$ cat config.mk
export PLATFORM = sky130hd
export DESIGN_NAME = m2ts_to_ts_deframer
export DESIGN_NICKNAME = d
export VERILOG_FILES = /design/src/sv/m2d_pkg.sv /design/src/sv/m2d_cell.sv /design/src/sv/m2d_judge.sv /design/src/sv/m2ts_to_ts_deframer.sv
export SDC_FILE = /design/constraint.sdc
export NUM_CORES = 1
export LEC_CHECK = 0
export BUFFER_PORTS_ARGS = -buffer_cell sky130_fd_sc_hd__buf_2
export CORE_MARGIN = 2
export CORE_UTILIZATION = 55
export CTS_BUF_LIST = sky130_fd_sc_hd__clkbuf_8
export DETAILED_ROUTE_END_ITERATION = 8
export GPL_TIMING_DRIVEN = 0
export PLACE_DENSITY = 0.71
export SKIP_LAST_GASP = 1
export SYNTH_ARGS = -nofsm -noshare
export SYNTH_HDL_FRONTEND = slang
export SYNTH_HIERARCHICAL = 1
export SYNTH_SLANG_ARGS = --single-unit
$ cat constraint.sdc
create_clock -name clk_i -period 97 [get_ports clk_i]
set_input_delay 9.7 -clock clk_i [delete_from_list [all_inputs] [get_ports clk_i]]
set_output_delay 9.7 -clock clk_i [all_outputs]
set_load 0.02 [all_outputs]
$ cat src/sv/m2d_pkg.sv
package m2d_pkg;

  // Packet geometry of the incoming stream.
  localparam int unsigned PacketBytes = 192;
  localparam int unsigned HeaderBytes = 4;

  // Widths that follow from the packet geometry.
  localparam int unsigned PhaseW = $clog2(PacketBytes);
  localparam int unsigned FillW  = $clog2(PacketBytes + 1);

  // Configuration register map.
  localparam int unsigned PaddrW    = 3;
  localparam logic        RegSync   = 1'b0;
  localparam logic [7:0]  SyncReset = 8'h47;

  // One delivered byte with its framing flags.
  typedef struct packed {
    logic [7:0] ts_byte;
    logic       first_of_packet;
    logic       last_of_packet;
    logic       after_resync;
  } result_t;

endpackage

$ cat src/sv/m2d_cell.sv
module m2d_cell (
  input  logic       clk_i,
  input  logic       en_i,
  input  logic [7:0] d_i,
  output logic [7:0] q_o
);

  logic [7:0] byte_q;

  // One byte of the delay line; it takes its neighbor's byte on every beat.
  always_ff @(posedge clk_i) begin
    if (en_i) begin
      byte_q <= d_i;
    end
  end

  assign q_o = byte_q;

endmodule

$ cat src/sv/m2d_judge.sv
module m2d_judge (
  input  logic               clk_i,
  input  logic               rst_ni,
  input  logic               accept_i,
  input  logic [7:0]         in_byte_i,
  input  logic [7:0]         old_byte_i,
  input  logic [7:0]         sync_value_i,
  output logic               res_valid_o,
  output m2d_pkg::result_t   res_o
);

  localparam logic [m2d_pkg::PhaseW-1:0] LastPhase =
    m2d_pkg::PhaseW'(m2d_pkg::PacketBytes - 1);
  localparam logic [m2d_pkg::PhaseW-1:0] SyncPhase =
    m2d_pkg::PhaseW'(m2d_pkg::HeaderBytes);
  localparam logic [m2d_pkg::PhaseW-1:0] AfterSyncPhase =
    m2d_pkg::PhaseW'(m2d_pkg::HeaderBytes + 1);
  localparam logic [m2d_pkg::FillW-1:0] FullCount =
    m2d_pkg::FillW'(m2d_pkg::PacketBytes);

  logic [m2d_pkg::FillW-1:0]  fill_q, fill_d;
  logic [m2d_pkg::PhaseW-1:0] phase_q, phase_d;
  logic                       hunting_q, hunting_d;
  logic                       filled;
  logic                       old_is_sync;
  logic                       new_is_sync;

  assign filled      = (fill_q == FullCount);
  assign old_is_sync = (old_byte_i == sync_value_i);
  assign new_is_sync = (in_byte_i == sync_value_i);

  // Judge the byte that leaves the delay line on this beat.
  always_comb begin
    fill_d      = fill_q;
    phase_d     = phase_q;
    hunting_d   = hunting_q;
    res_valid_o = 1'b0;
    res_o.ts_byte         = old_byte_i;
    res_o.first_of_packet = 1'b0;
    res_o.last_of_packet  = 1'b0;
    res_o.after_resync    = 1'b0;
    if (accept_i) begin
      if (!filled) begin
        fill_d = fill_q + 1'b1;
      end else if (hunting_q) begin
        // Lock where the sync value shows up twice, one packet apart.
        if (old_is_sync && new_is_sync) begin
          hunting_d   = 1'b0;
          phase_d     = AfterSyncPhase;
          res_valid_o = 1'b1;
          res_o.first_of_packet = 1'b1;
          res_o.last_of_packet  = (SyncPhase == LastPhase);
          res_o.after_resync    = 1'b1;
        end
      end else begin
        phase_d = (phase_q == LastPhase) ? '0 : phase_q + 1'b1;
        if (phase_q == SyncPhase) begin
          if (old_is_sync) begin
            res_valid_o = 1'b1;
            res_o.first_of_packet = 1'b1;
            res_o.last_of_packet  = (SyncPhase == LastPhase);
          end else begin
            // Bad sync byte: drop the packet and start hunting.
            hunting_d = 1'b1;
            phase_d   = '0;
          end
        end else if (phase_q > SyncPhase) begin
          res_valid_o = 1'b1;
          res_o.last_of_packet = (phase_q == LastPhase);
        end
      end
    end
  end

  // Framing state.
  always_ff @(posedge clk_i or negedge rst_ni) begin
    if (!rst_ni) begin
      fill_q    <= '0;
      phase_q   <= '0;
      hunting_q <= 1'b0;
    end else begin
      fill_q    <= fill_d;
      phase_q   <= phase_d;
      hunting_q <= hunting_d;
    end
  end

endmodule

$ cat src/sv/m2ts_to_ts_deframer.sv
// M2TS to TS deframer.
// The input channel (in_valid_i, in_ready_o, in_byte_i) takes one byte of a
// 192-byte M2TS stream per beat. The output channel (out_valid_o, out_ready_i)
// delivers the 188-byte transport packets with first, last and resync flags;
// the 4-byte header of every packet is dropped.
// Every byte passes through a row of 192 byte cells that shift on each input
// beat, so a byte is judged one packet (192 input beats) after it arrives and
// is then delivered through the output register.
// Throughput is one byte per cycle while in_ready_o is high, set by the
// shift of the cell row and the judge that looks at the cell leaving it.
// The first 192 bytes after reset only fill the row and give no output.
// A wrong sync byte drops its packet; the block then hunts for two sync
// values one packet apart and resumes there, flagging that byte after_resync.
// Reset restarts the row fill, leaves the hunt and sets sync_value to 0x47.
// When the receiver stalls, one result waits in the output register and one
// more in a skid register; in_ready_o falls only when both are full.
// sync_value is written over the APB port at addresses 0 to 3 (paddr[2] low).
module m2ts_to_ts_deframer (
  input  logic                         clk_i,
  input  logic                         rst_ni,
  input  logic                         in_valid_i,
  output logic                         in_ready_o,
  input  logic [7:0]                   in_byte_i,
  output logic                         out_valid_o,
  input  logic                         out_ready_i,
  output logic [7:0]                   ts_byte_o,
  output logic                         first_of_packet_o,
  output logic                         last_of_packet_o,
  output logic                         after_resync_o,
  input  logic                         psel,
  input  logic                         penable,
  input  logic                         pwrite,
  input  logic [m2d_pkg::PaddrW-1:0]   paddr,
  input  logic [31:0]                  pwdata,
  output logic [31:0]                  prdata,
  output logic                         pready
);

  logic             accept;
  logic [7:0]       sync_q;
  logic [7:0]       tap [m2d_pkg::PacketBytes+1];
  logic             res_valid;
  m2d_pkg::result_t res;
  logic             out_valid_q;
  m2d_pkg::result_t out_q;
  logic             skid_valid_q;
  m2d_pkg::result_t skid_q;
  logic             pop;
  logic             reg_hit;

  assign in_ready_o = !skid_valid_q;
  assign accept     = in_valid_i && in_ready_o;

  // Configuration register.
  assign pready  = 1'b1;
  assign reg_hit = (paddr[m2d_pkg::PaddrW-1] == m2d_pkg::RegSync);
  assign prdata  = reg_hit ? {24'd0, sync_q} : 32'd0;

  always_ff @(posedge clk_i or negedge rst_ni) begin
    if (!rst_ni) begin
      sync_q <= m2d_pkg::SyncReset;
    end else if (psel && penable && pwrite && reg_hit) begin
      sync_q <= pwdata[7:0];
    end
  end

  // Row of byte cells forming the one-packet delay line.
  assign tap[0] = in_byte_i;

  for (genvar k = 0; k < m2d_pkg::PacketBytes; k++) begin : g_cell
    m2d_cell u_cell (
      .clk_i (clk_i),
      .en_i  (accept),
      .d_i   (tap[k]),
      .q_o   (tap[k+1])
    );
  end

  // Framing judgment on the byte leaving the row.
  m2d_judge u_judge (
    .clk_i        (clk_i),
    .rst_ni       (rst_ni),
    .accept_i     (accept),
    .in_byte_i    (in_byte_i),
    .old_byte_i   (tap[m2d_pkg::PacketBytes]),
    .sync_value_i (sync_q),
    .res_valid_o  (res_valid),
    .res_o        (res)
  );

  // Output register with a skid stage behind it.
  assign pop = out_valid_q && out_ready_i;

  always_ff @(posedge clk_i or negedge rst_ni) begin
    if (!rst_ni) begin
      out_valid_q  <= 1'b0;
      skid_valid_q <= 1'b0;
    end else if (skid_valid_q) begin
      if (pop) begin
        skid_valid_q <= 1'b0;
      end
    end else if (!out_valid_q || pop) begin
      out_valid_q <= res_valid;
    end else if (res_valid) begin
      skid_valid_q <= 1'b1;
    end
  end

  always_ff @(posedge clk_i) begin
    if (skid_valid_q) begin
      if (pop) begin
        out_q <= skid_q;
      end
    end else if (!out_valid_q || pop) begin
      out_q <= res;
    end else if (res_valid) begin
      skid_q <= res;
    end
  end

  assign out_valid_o       = out_valid_q;
  assign ts_byte_o         = out_q.ts_byte;
  assign first_of_packet_o = out_q.first_of_packet;
  assign last_of_packet_o  = out_q.last_of_packet;
  assign after_resync_o    = out_q.after_resync;

endmodule

==> impl_metrics.json, run 1 <==
{
  "ys_seq_area_frac": 0.972,
  "arrival_ps": 10230,
  "overflow": 0,
  "min_path_type": "flip-flop to flip-flop",
  "drt-initial-drc-count": 1456,
  "maxCapViolCount": 0,
  "end_kind": "output port",
  "synth_warnings": 6,
  "synth_top_area_share": 0.958,
  "fin_crit_ps": 19930,
  "outcome": "finished, final reports clean",
  "fmax_mhz": 50.2,
  "dp.final_hpwl_um": 26800,
  "critPathKind": "input pin to output port",
  "syn_area_um2": 48900,
  "pwr_density_cell_nw_per_um2": 23.4,
  "synth.distinct_cells": 47,
  "post_cts_resized": 0,
  "setup_viol": 0,
  "grt_usage": 0.127,
  "ir_drop_uv": 18.9,
  "grt_max_degree": 44,
  "hold_path.startpoint": "g_cell[64].u_cell/q_o[1]",
  "synth_top_flop_cell": "edfxtp_1",
  "postSynthCellCount": 1769,
  "r2r_cells": 14,
  "hold_end": "g_cell[65].u_cell/q_o[1]",
  "place_ws_ps": 77070,
  "cts_setup_buffers": 0,
  "fill_cells": 5435,
  "multiInputGateArea_um2": 1170,
  "synth_edf_count": 1558,
  "h-tree-depth": 4,
  "final_cell_area_um2": 55700,
  "antenna_found_initial": 0,
  "row_count": 109,
  "synth-seq-cells": 1585,
  "hold_violations": 0,
  "layout_setup_ws_ps": 77070,
  "finalNonFillerCells": 3443,
  "dpl_cell_area_um2": 51600,
  "skew_ps": 18.6,
  "worstPathMaxFanout": 9,
  "slew_headroom": 0.336,
  "rr_endpoint": "g_cell[70].u_cell/q_o[3]",
  "grt_pass1_vias": 16900,
  "cts_tree": "yes",
  "cts_buffers": 215,
  "leakage_nw": 19.3,
  "port-buffer-count": 44,
  "die_h_um": 302,
  "synth_top_area_cell": "edfxtp_1",
  "nNetsFinal": 2153,
  "routabilityCongestion": 0.729,
  "yosys.cell_count.top_type": "edfxtp_1",
  "cp-start-kind": "input pin",
  "netlist_top_cells_count": "1558 x edfxtp_1, 35 x buf_4, 23 x dfrtp_1",
  "io_pins": 96,
  "rr_startpoint": "skid_valid_q",
  "syn_area_per_cell_um2": 27.6,
  "initial_utilization": 0.554,
  "core-area_um2": 88200,
  "tightest_slew_ps": 989,
  "rsz0062_at_grt": "false",
  "n_antenna_cell": 0,
  "die_width_um": 302,
  "synth.area.top_cells": "edfxtp_1 96%, dfrtp_1 1.2%, buf_4 0.54%",
  "place_inst": 3047,
  "insertion_delay_ps": 810,
  "whs_ps": 407,
  "syn_to_final_growth_pct": 13.9,
  "first_pass_iters": 5,
  "clk_pin_slew_ps": 60,
  "vias": 17000,
  "finalCritPeriodShare": 0.205,
  "drt-total-wl_um": 57700,
  "cts.sinks": 1585,
  "wire_per_inst_um": 16.8,
  "async_flop_share": 0.0170,
  "ant_nets": 0,
  "drc_errors": 0,
  "drv_slew": 0,
  "cts_root_buf": "clkbuf_8",
  "drive_gt1_frac": 0.193,
  "die-area_um2": 91200,
  "postCtsHoldBufs": 0,
  "cts_buffer_depth": 3,
  "regArea_um2": 47500,
  "vias_per_cell": 4.93,
  "whs_path_depth": 0,
  "grt_pass1_wl_um": 90500,
  "worstPathRequired_ps": 87300,
  "rrSetupSlack_ps": 92730
}
## per-layer routing
metal	vias up	global-route usage	wire [um]
met3	89	0.0349	2650
li1	7776	-	-
met1	8740	0.204	29800
met5	-	0	0
met2	380	0.167	24300
met4	0	0.0507	984
## critical path, cell delays in order
cell     delay, ps
buf_2          140
and2b_2        230
buf_2          160
## sequential cells by signal (all words and copies together), names as in the netlist, 8 cells and up
register and count:
skid_q 11, u_judge/fill_q 8, ts_byte_o 8, u_judge/phase_q 8
sync_q 8, g_cell.u_cell/q_o 1536
## layout make-up
| cell class | instances | area share |
|---|---|---|
| well taps | 1165 | 0.0262 |
| flip-flops and latches | 1585 | 0.853 |
| multi-input cells | 158 | 0.0210 |
| repair buffers | 90 | 0.0214 |
| clock buffers | 222 | 0.0549 |
| plain buffers | 37 | 0.00499 |
| clock inverters | 174 | 0.0180 |
| inverters | 12 | 0.000809 |
## worst max-delay path by stage
| stage | start | endpoint | slack (ps) | cells past startpoint |
|---|---|---|---|---|
| after floorplan | in_valid_i | u_judge/fill_q[1] | 11630 | 3 |
| after global placement | in_valid_i | u_judge/fill_q[1] | -7690 | 4 |
| after detailed placement | paddr[2] | prdata[0] | 77070 | 3 |
| after CTS | paddr[2] | prdata[0] | 77070 | 3 |
| after global routing | paddr[2] | prdata[0] | 77040 | 3 |
| final | paddr[2] | prdata[0] | 77070 | 3 |
## cells by family after synthesis
family | count (synthesis) | share of synthesized area
AOI/OAI and AO/OA | 24 | 0.00361
xor gates and xnor gates | 24 | 0.00430
and+or+nand+nor | 61 | 0.00817
DFF | 1585 | 0.972
other | 2 | 0.000154
muxes | 20 | 0.00461
adders and majority gates | 4 | 0.00102
buffers and inverters | 49 | 0.00661
## placed cells by master, fill, tap and decap left out, drive strengths merged, types with 6 or more instances in the layout
| cell | netlist | layout |
|---|---|---|
| bufinv | 0 | 9 |
| mux2 | 20 | 20 |
| o21ai | 7 | 7 |
| clkinvlp | 0 | 6 |
| inv | 12 | 92 |
| and2b | 9 | 9 |
| edfxtp | 1558 | 1558 |
| dfrtp | 23 | 23 |
| nor2 | 11 | 11 |
| clkbuf | 0 | 222 |
| nand2 | 7 | 7 |
| xnor2 | 22 | 22 |
| conb | 2 | 25 |
| buf | 36 | 126 |
| nand3 | 7 | 7 |
| clkinv | 0 | 79 |
| nand4 | 6 | 6 |
## stage by stage
stage / util / power (mW) / TNS (ps)
2_1_floorplan: - / 0.909 / 0
3_3_place_gp: 0.574 / 0.936 / -124600
3_5_place_dp: 0.585 / 0.851 / 0
4_1_cts: 0.631 / 1.32 / 0
5_1_grt: 0.631 / 1.36 / 0
6_report: 0.631 / 1.30 / 0
## where the power goes
group	internal, mW	leakage (nW)	total (mW)	switching [mW]
Clock	0.238	2.33	0.467	0.229
Sequential	0.797	15.6	0.811	0.0141
Combinational	0.00956	1.37	0.0269	0.0174
Total	1.04	19.3	1.30	0.261
Note: power is estimated with default switching activity, not from simulation.
==> inputs of run 2 (changes only) <==
clock period = 18.9 ns   (was 97 ns; I/O delays follow)
==> run 2 against run 1 <==
  * Non-clock buffer count grew 1
  * Global-route usage fell by 0.080 points
  * Clock-buffer cell count increased by 8
  * Via count barely moved
  * First-iteration DRC count up 7.8%
  * Sequential power grew to 5.1 times the previous value
  * Critical path type is now input pin to flip-flop
==> impl_metrics.json, run 2 (same netlist as run 1, synthesis figures left out) <==
{
  "outcome": "finished, final reports clean",
  "clk_pin_slew_ps": 60,
  "postCtsHoldBufs": 0,
  "first_pass_iters": 5,
  "dpl_cell_area_um2": 51700,
  "finalCritPeriodShare": 0.245,
  "cts_setup_buffers": 0,
  "maxCapViolCount": 0,
  "core-area_um2": 88200,
  "fin_crit_ps": 4630,
  "cts_buffers": 218,
  "die_h_um": 302,
  "die-area_um2": 91200,
  "routabilityCongestion": 0.737,
  "grt_pass1_vias": 16800,
  "grt_max_degree": 43,
  "power_mw": 6.62,
  "drt-total-wl_um": 57500,
  "grt_pass1_wl_um": 90400,
  "setup_tns_ps": 0,
  "drive_gt1_frac": 0.188,
  "whs_ps": 397,
  "die_width_um": 302,
  "arrival_ps": 5070,
  "drc_errors": 0,
  "cts_buffer_depth": 3,
  "grt_usage": 0.126,
  "worstPathMaxFanout": 38,
  "rsz0062_at_grt": "false",
  "critPathKind": "input pin to flip-flop",
  "setup_viol": 0,
  "place_inst": 3048,
  "cp-start-kind": "input pin",
  "worstPathRequired_ps": 19340,
  "final_cell_area_um2": 55600,
  "pwr_density_cell_nw_per_um2": 119,
  "h-tree-depth": 4,
  "leakage_nw": 19.2,
  "overflow": 0,
  "largest_reg_flops": 1536,
  "vias_per_cell": 4.93,
  "nNetsFinal": 2157,
  "finish.utilization": 0.630,
  "hold_violations": 0,
  "final_common_cell": "edfxtp_1",
  "cts_root_buf": "clkbuf_8",
  "wire_per_inst_um": 16.7,
  "ir_drop_uv": 88.1,
  "end_kind": "flip-flop",
  "antenna_found_initial": 0,
  "post_cts_resized": 0,
  "cts.sinks": 1585,
  "drt-initial-drc-count": 1570,
  "insertion_delay_ps": 810,
  "slew_headroom": 0.329,
  "row_count": 109,
  "drv_slew": 0,
  "syn_to_final_growth_pct": 13.8,
  "fill_cells": 5504,
  "finalNonFillerCells": 3446,
  "initial_utilization": 0.554,
  "dp.final_hpwl_um": 26600,
  "io_pins": 96,
  "vias": 17000,
  "port-buffer-count": 44,
  "place_ws_ps": 13370,
  "layout_common_cells": "1558 x edfxtp_1, 230 x clkbuf_8, 87 x inv_1, 65 x clkinv_1, 45 x buf_2",
  "fmax_mhz": 216,
  "ant_nets": 0,
  "cts_tree": "yes",
  "tightest_slew_ps": 1000,
  "skew_ps": 18.4,
  "min_path_type": "flip-flop to flip-flop",
  "layout_setup_ws_ps": 14270
}
## run 2: cell types whose count changed in the layout (fill, tap and decap cells not counted), moves of 2 or more
cell	delta
bufinv_16	-6
clkbuf_8	+8
clkinv_1	+11
clkinv_2	-6
clkinvlp_4	-3
inv_1	+3
inv_12	-2
inv_6	-5
## run 2: power breakdown
group          switching [mW]  internal (mW)
registers              0.0715           4.09
logic                  0.0897         0.0499
clock network            1.16           1.16
total                    1.32           5.30
## run 2: critical path: stages
cell	delay [ps]
buf_2	80
nor2b_4	720
buf_12	300
buf_12	230
buf_12	240
and4b_1	230
and2_1	170
and2_1	130
buf_2	190
o21a_1	200
nor4bb_4	650
## run 2: worst paths after layout
check	startpoint	endpoint	slack, ps	depth (start not counted)
max in group asynchronous	rst_ni	u_judge/phase_q[3]	17420	1
min in group asynchronous	rst_ni	skid_valid_q	1080	1
hold reg to reg	g_cell[89].u_cell/q_o[3]	g_cell[90].u_cell/q_o[3]	400	0
hold / removal	g_cell[89].u_cell/q_o[3]	g_cell[90].u_cell/q_o[3]	400	0
setup / recovery	in_valid_i	skid_q[8]	14270	11
setup reg to reg	skid_valid_q	skid_q[8]	14730	12
## run 2: layout make-up
cell class,instances,area (um^2),area share
diodes,1,2.50,0.0000450
inverters,12,45.0,0.000810
plain buffers,37,278,0.00500
well taps,1165,1460,0.0262
clock buffers,230,3170,0.0570
flip-flops and latches,1585,47500,0.854
repair buffers,91,1230,0.0221
multi-input cells,158,1180,0.0212
clock inverters,167,756,0.0136
## run 2: routing by layer
layer | GRT usage | share of wire | vias to the layer above
met5 | 0 | 0 | -
met2 | 0.159 | 0.41 | 365
met1 | 0.204 | 0.52 | 8716
li1 | - | - | 7782
met3 | 0.0328 | 0.043 | 134
met4 | 0.0648 | 0.027 | 0
==> inputs of run 3 (changes only) <==
ABC_AREA = 1   (was not set)
clock period = 4.4 ns   (was 18.9 ns; I/O delays follow)
==> run 3 against run 2 <==
  * Global-route usage increased by 0.26 points
  * First-iteration DRC count decreased by 4.3%
  * Synthesized cell count increased by 9.2%
  * Register-to-register slack got worse by 14000 ps
  * Critical path depth increased by 2
  * Non-clock buffer count increased by 32
  * Clock-buffer cell count decreased by 9
  * Clock power increased to 4.2 times the previous value
  * Worst setup slack got worse by 14000 ps
  * Core utilization increased by 0.37 points
  * Sequential share of layout area decreased by 0.76 points
  * Clock skew increased by 30 ps
==> impl_metrics.json, run 3 <==
{
  "outcome": "finished, final reports clean",
  "grt_max_degree": 43,
  "drt-total-wl_um": 59400,
  "hold_violations": 0,
  "synth_top_flop_cell": "edfxtp_1",
  "cts.sinks": 1585,
  "dp.final_hpwl_um": 27200,
  "initial_utilization": 0.556,
  "wire_per_inst_um": 16.4,
  "drv_slew": 0,
  "io_pins": 96,
  "critPathKind": "flip-flop to flip-flop",
  "overflow": 0,
  "routabilityCongestion": 0.729,
  "first_pass_iters": 5,
  "slew_headroom": 0.332,
  "syn_area_um2": 49200,
  "ant_nets": 0,
  "cts_root_buf": "clkbuf_8",
  "synth_warnings": 6,
  "die-area_um2": 91800,
  "cts_tree": "yes",
  "setup_tns_ps": 0,
  "fmax_mhz": 261,
  "setup_viol": 0,
  "min_path_type": "input pin to flip-flop",
  "n_antenna_cell": 0,
  "pwr_density_cell_nw_per_um2": 505,
  "port-buffer-count": 43,
  "die_h_um": 303,
  "insertion_delay_ps": 830,
  "antenna_found_initial": 0,
  "worstPathMaxFanout": 39,
  "core-area_um2": 88500,
  "nNetsFinal": 2346,
  "grt_pass1_wl_um": 93200,
  "drc_errors": 0,
  "drt-initial-drc-count": 1502,
  "cts_buffers": 214,
  "power_mw": 28.3,
  "vias": 17700,
  "synth.area.top_cells": "edfxtp_1 95%, dfrtp_1 1.2%, nand2_1 1.1%",
  "clk_pin_slew_ps": 60,
  "tightest_slew_ps": 995,
  "vias_per_cell": 4.88,
  "end_kind": "flip-flop",
  "async_flop_share": 0.0170,
  "row_count": 109,
  "grt_usage": 0.129,
  "synth_top_area_cell": "edfxtp_1",
  "synth_edf_count": 1558,
  "finalCritPeriodShare": 0.871,
  "post_cts_resized": 0,
  "fill_cells": 5453,
  "h-tree-depth": 4,
  "worstPathRequired_ps": 4900,
  "synth-seq-cells": 1585,
  "skew_ps": 48.6,
  "cts_buffer_depth": 3,
  "yosys.cell_count.top_type": "edfxtp_1",
  "ir_drop_uv": 434,
  "synth.distinct_cells": 31,
  "ys_seq_area_frac": 0.965,
  "largest_reg_flops": 1536,
  "maxCapViolCount": 0,
  "fin_crit_ps": 3830,
  "postSynthCellCount": 1931,
  "netlist_top_cells_count": "1558 x edfxtp_1, 143 x nand2_1, 57 x inv_1",
  "layout_common_cells": "1558 x edfxtp_1, 221 x clkbuf_8, 142 x nand2_1, 112 x inv_1, 78 x clkinv_1",
  "cts_setup_buffers": 0,
  "cp-start-kind": "flip-flop",
  "rsz0062_at_grt": "false",
  "syn_to_final_growth_pct": 14.0,
  "final_common_cell": "edfxtp_1",
  "drive_gt1_frac": 0.168,
  "syn_area_per_cell_um2": 25.5,
  "die_width_um": 303,
  "grt_pass1_vias": 17600,
  "synth_top_area_share": 0.951,
  "leakage_nw": 19.7,
  "arrival_ps": 4340
}
[run 3: worst paths after layout]
| check | start | endpoint | cells after the start | slack, ps |
|---|---|---|---|---|
| hold / removal | in_valid_i | g_cell[188].u_cell/q_o[3] | 3 | 190 |
| setup reg to reg | skid_valid_q | g_cell[106].u_cell/q_o[3] | 13 | 570 |
| hold reg to reg | g_cell[189].u_cell/q_o[2] | g_cell[190].u_cell/q_o[2] | 0 | 380 |
| min in group asynchronous | rst_ni | sync_q[3] | 2 | 210 |
| max in group asynchronous | rst_ni | u_judge/hunting_q | 2 | 3750 |
| setup / recovery | skid_valid_q | g_cell[106].u_cell/q_o[3] | 13 | 570 |
[run 3: cell type report]
class	instances	area [um^2]	share of cell area
tap	1165	1460	0.0260
timing repair buffer	121	1460	0.0260
sequential	1585	47500	0.846
clock buffer	221	3040	0.0542
multi-input combinational	268	1320	0.0236
inverter	63	236	0.00422
buffer	39	312	0.00556
clock inverter	167	783	0.0140
[run 3: kinds of logic (layout without fill, tap and decap cells)]
group | count (synthesis) | in the layout | synth area share
XOR/XNOR | 13 | 13 | 0.00232
flip-flops | 1585 | 1585 | 0.965
multiplexers | 1 | 1 | 0.000229
AO/OA/AOI/OAI | 13 | 13 | 0.00165
buffers and inverters | 102 | 611 | 0.0110
AND/OR/NAND/NOR | 211 | 212 | 0.0185
adder cells (fa/ha/maj) | 4 | 4 | 0.00102
other | 2 | 25 | 0.000153
[run 3: timing repair]
item,4_1_cts,5_1_grt
endpoints found under the hold margin,46,0
setup endpoints to repair,0,32
hold buffers,34,0
[run 3: through the flow]
step                utilization  hold WS, ps  instance area [um^2]  instances  worst slack, ps
detailed placement        0.586          405                 51900       3206              170
finish                    0.634          190                 56100       3629              567
global placement          0.576          406                 51000       3162           -29560
floorplan                     -          144                 49300       1954           -23060
CTS                       0.634         61.6                 56100       3628              233
global route              0.634          166                 56100       3629              275
[run 3: per-layer routing]
layer | share of wire | global-route usage | vias up
met5 | 0 | 0 | -
met4 | 0.022 | 0.0568 | 0
met3 | 0.047 | 0.0351 | 116
met2 | 0.42 | 0.168 | 363
met1 | 0.51 | 0.205 | 8999
li1 | - | - | 8221
[run 3: where the power goes]
group | switching (mW) | internal [mW]
Clock | 5.02 | 4.79
Sequential | 0.307 | 17.6
Combinational | 0.447 | 0.223
[run 3: critical path, stage by stage, from the launching register on]
cell,delay [ps]
dfrtp_1,370
buf_6,130
buf_6,150
nor2_4,410
buf_12,260
buf_12,230
buf_16,190
buf_12,220
buf_12,250
buf_12,240
buf_12,250
buf_12,250
buf_12,250
buf_12,230
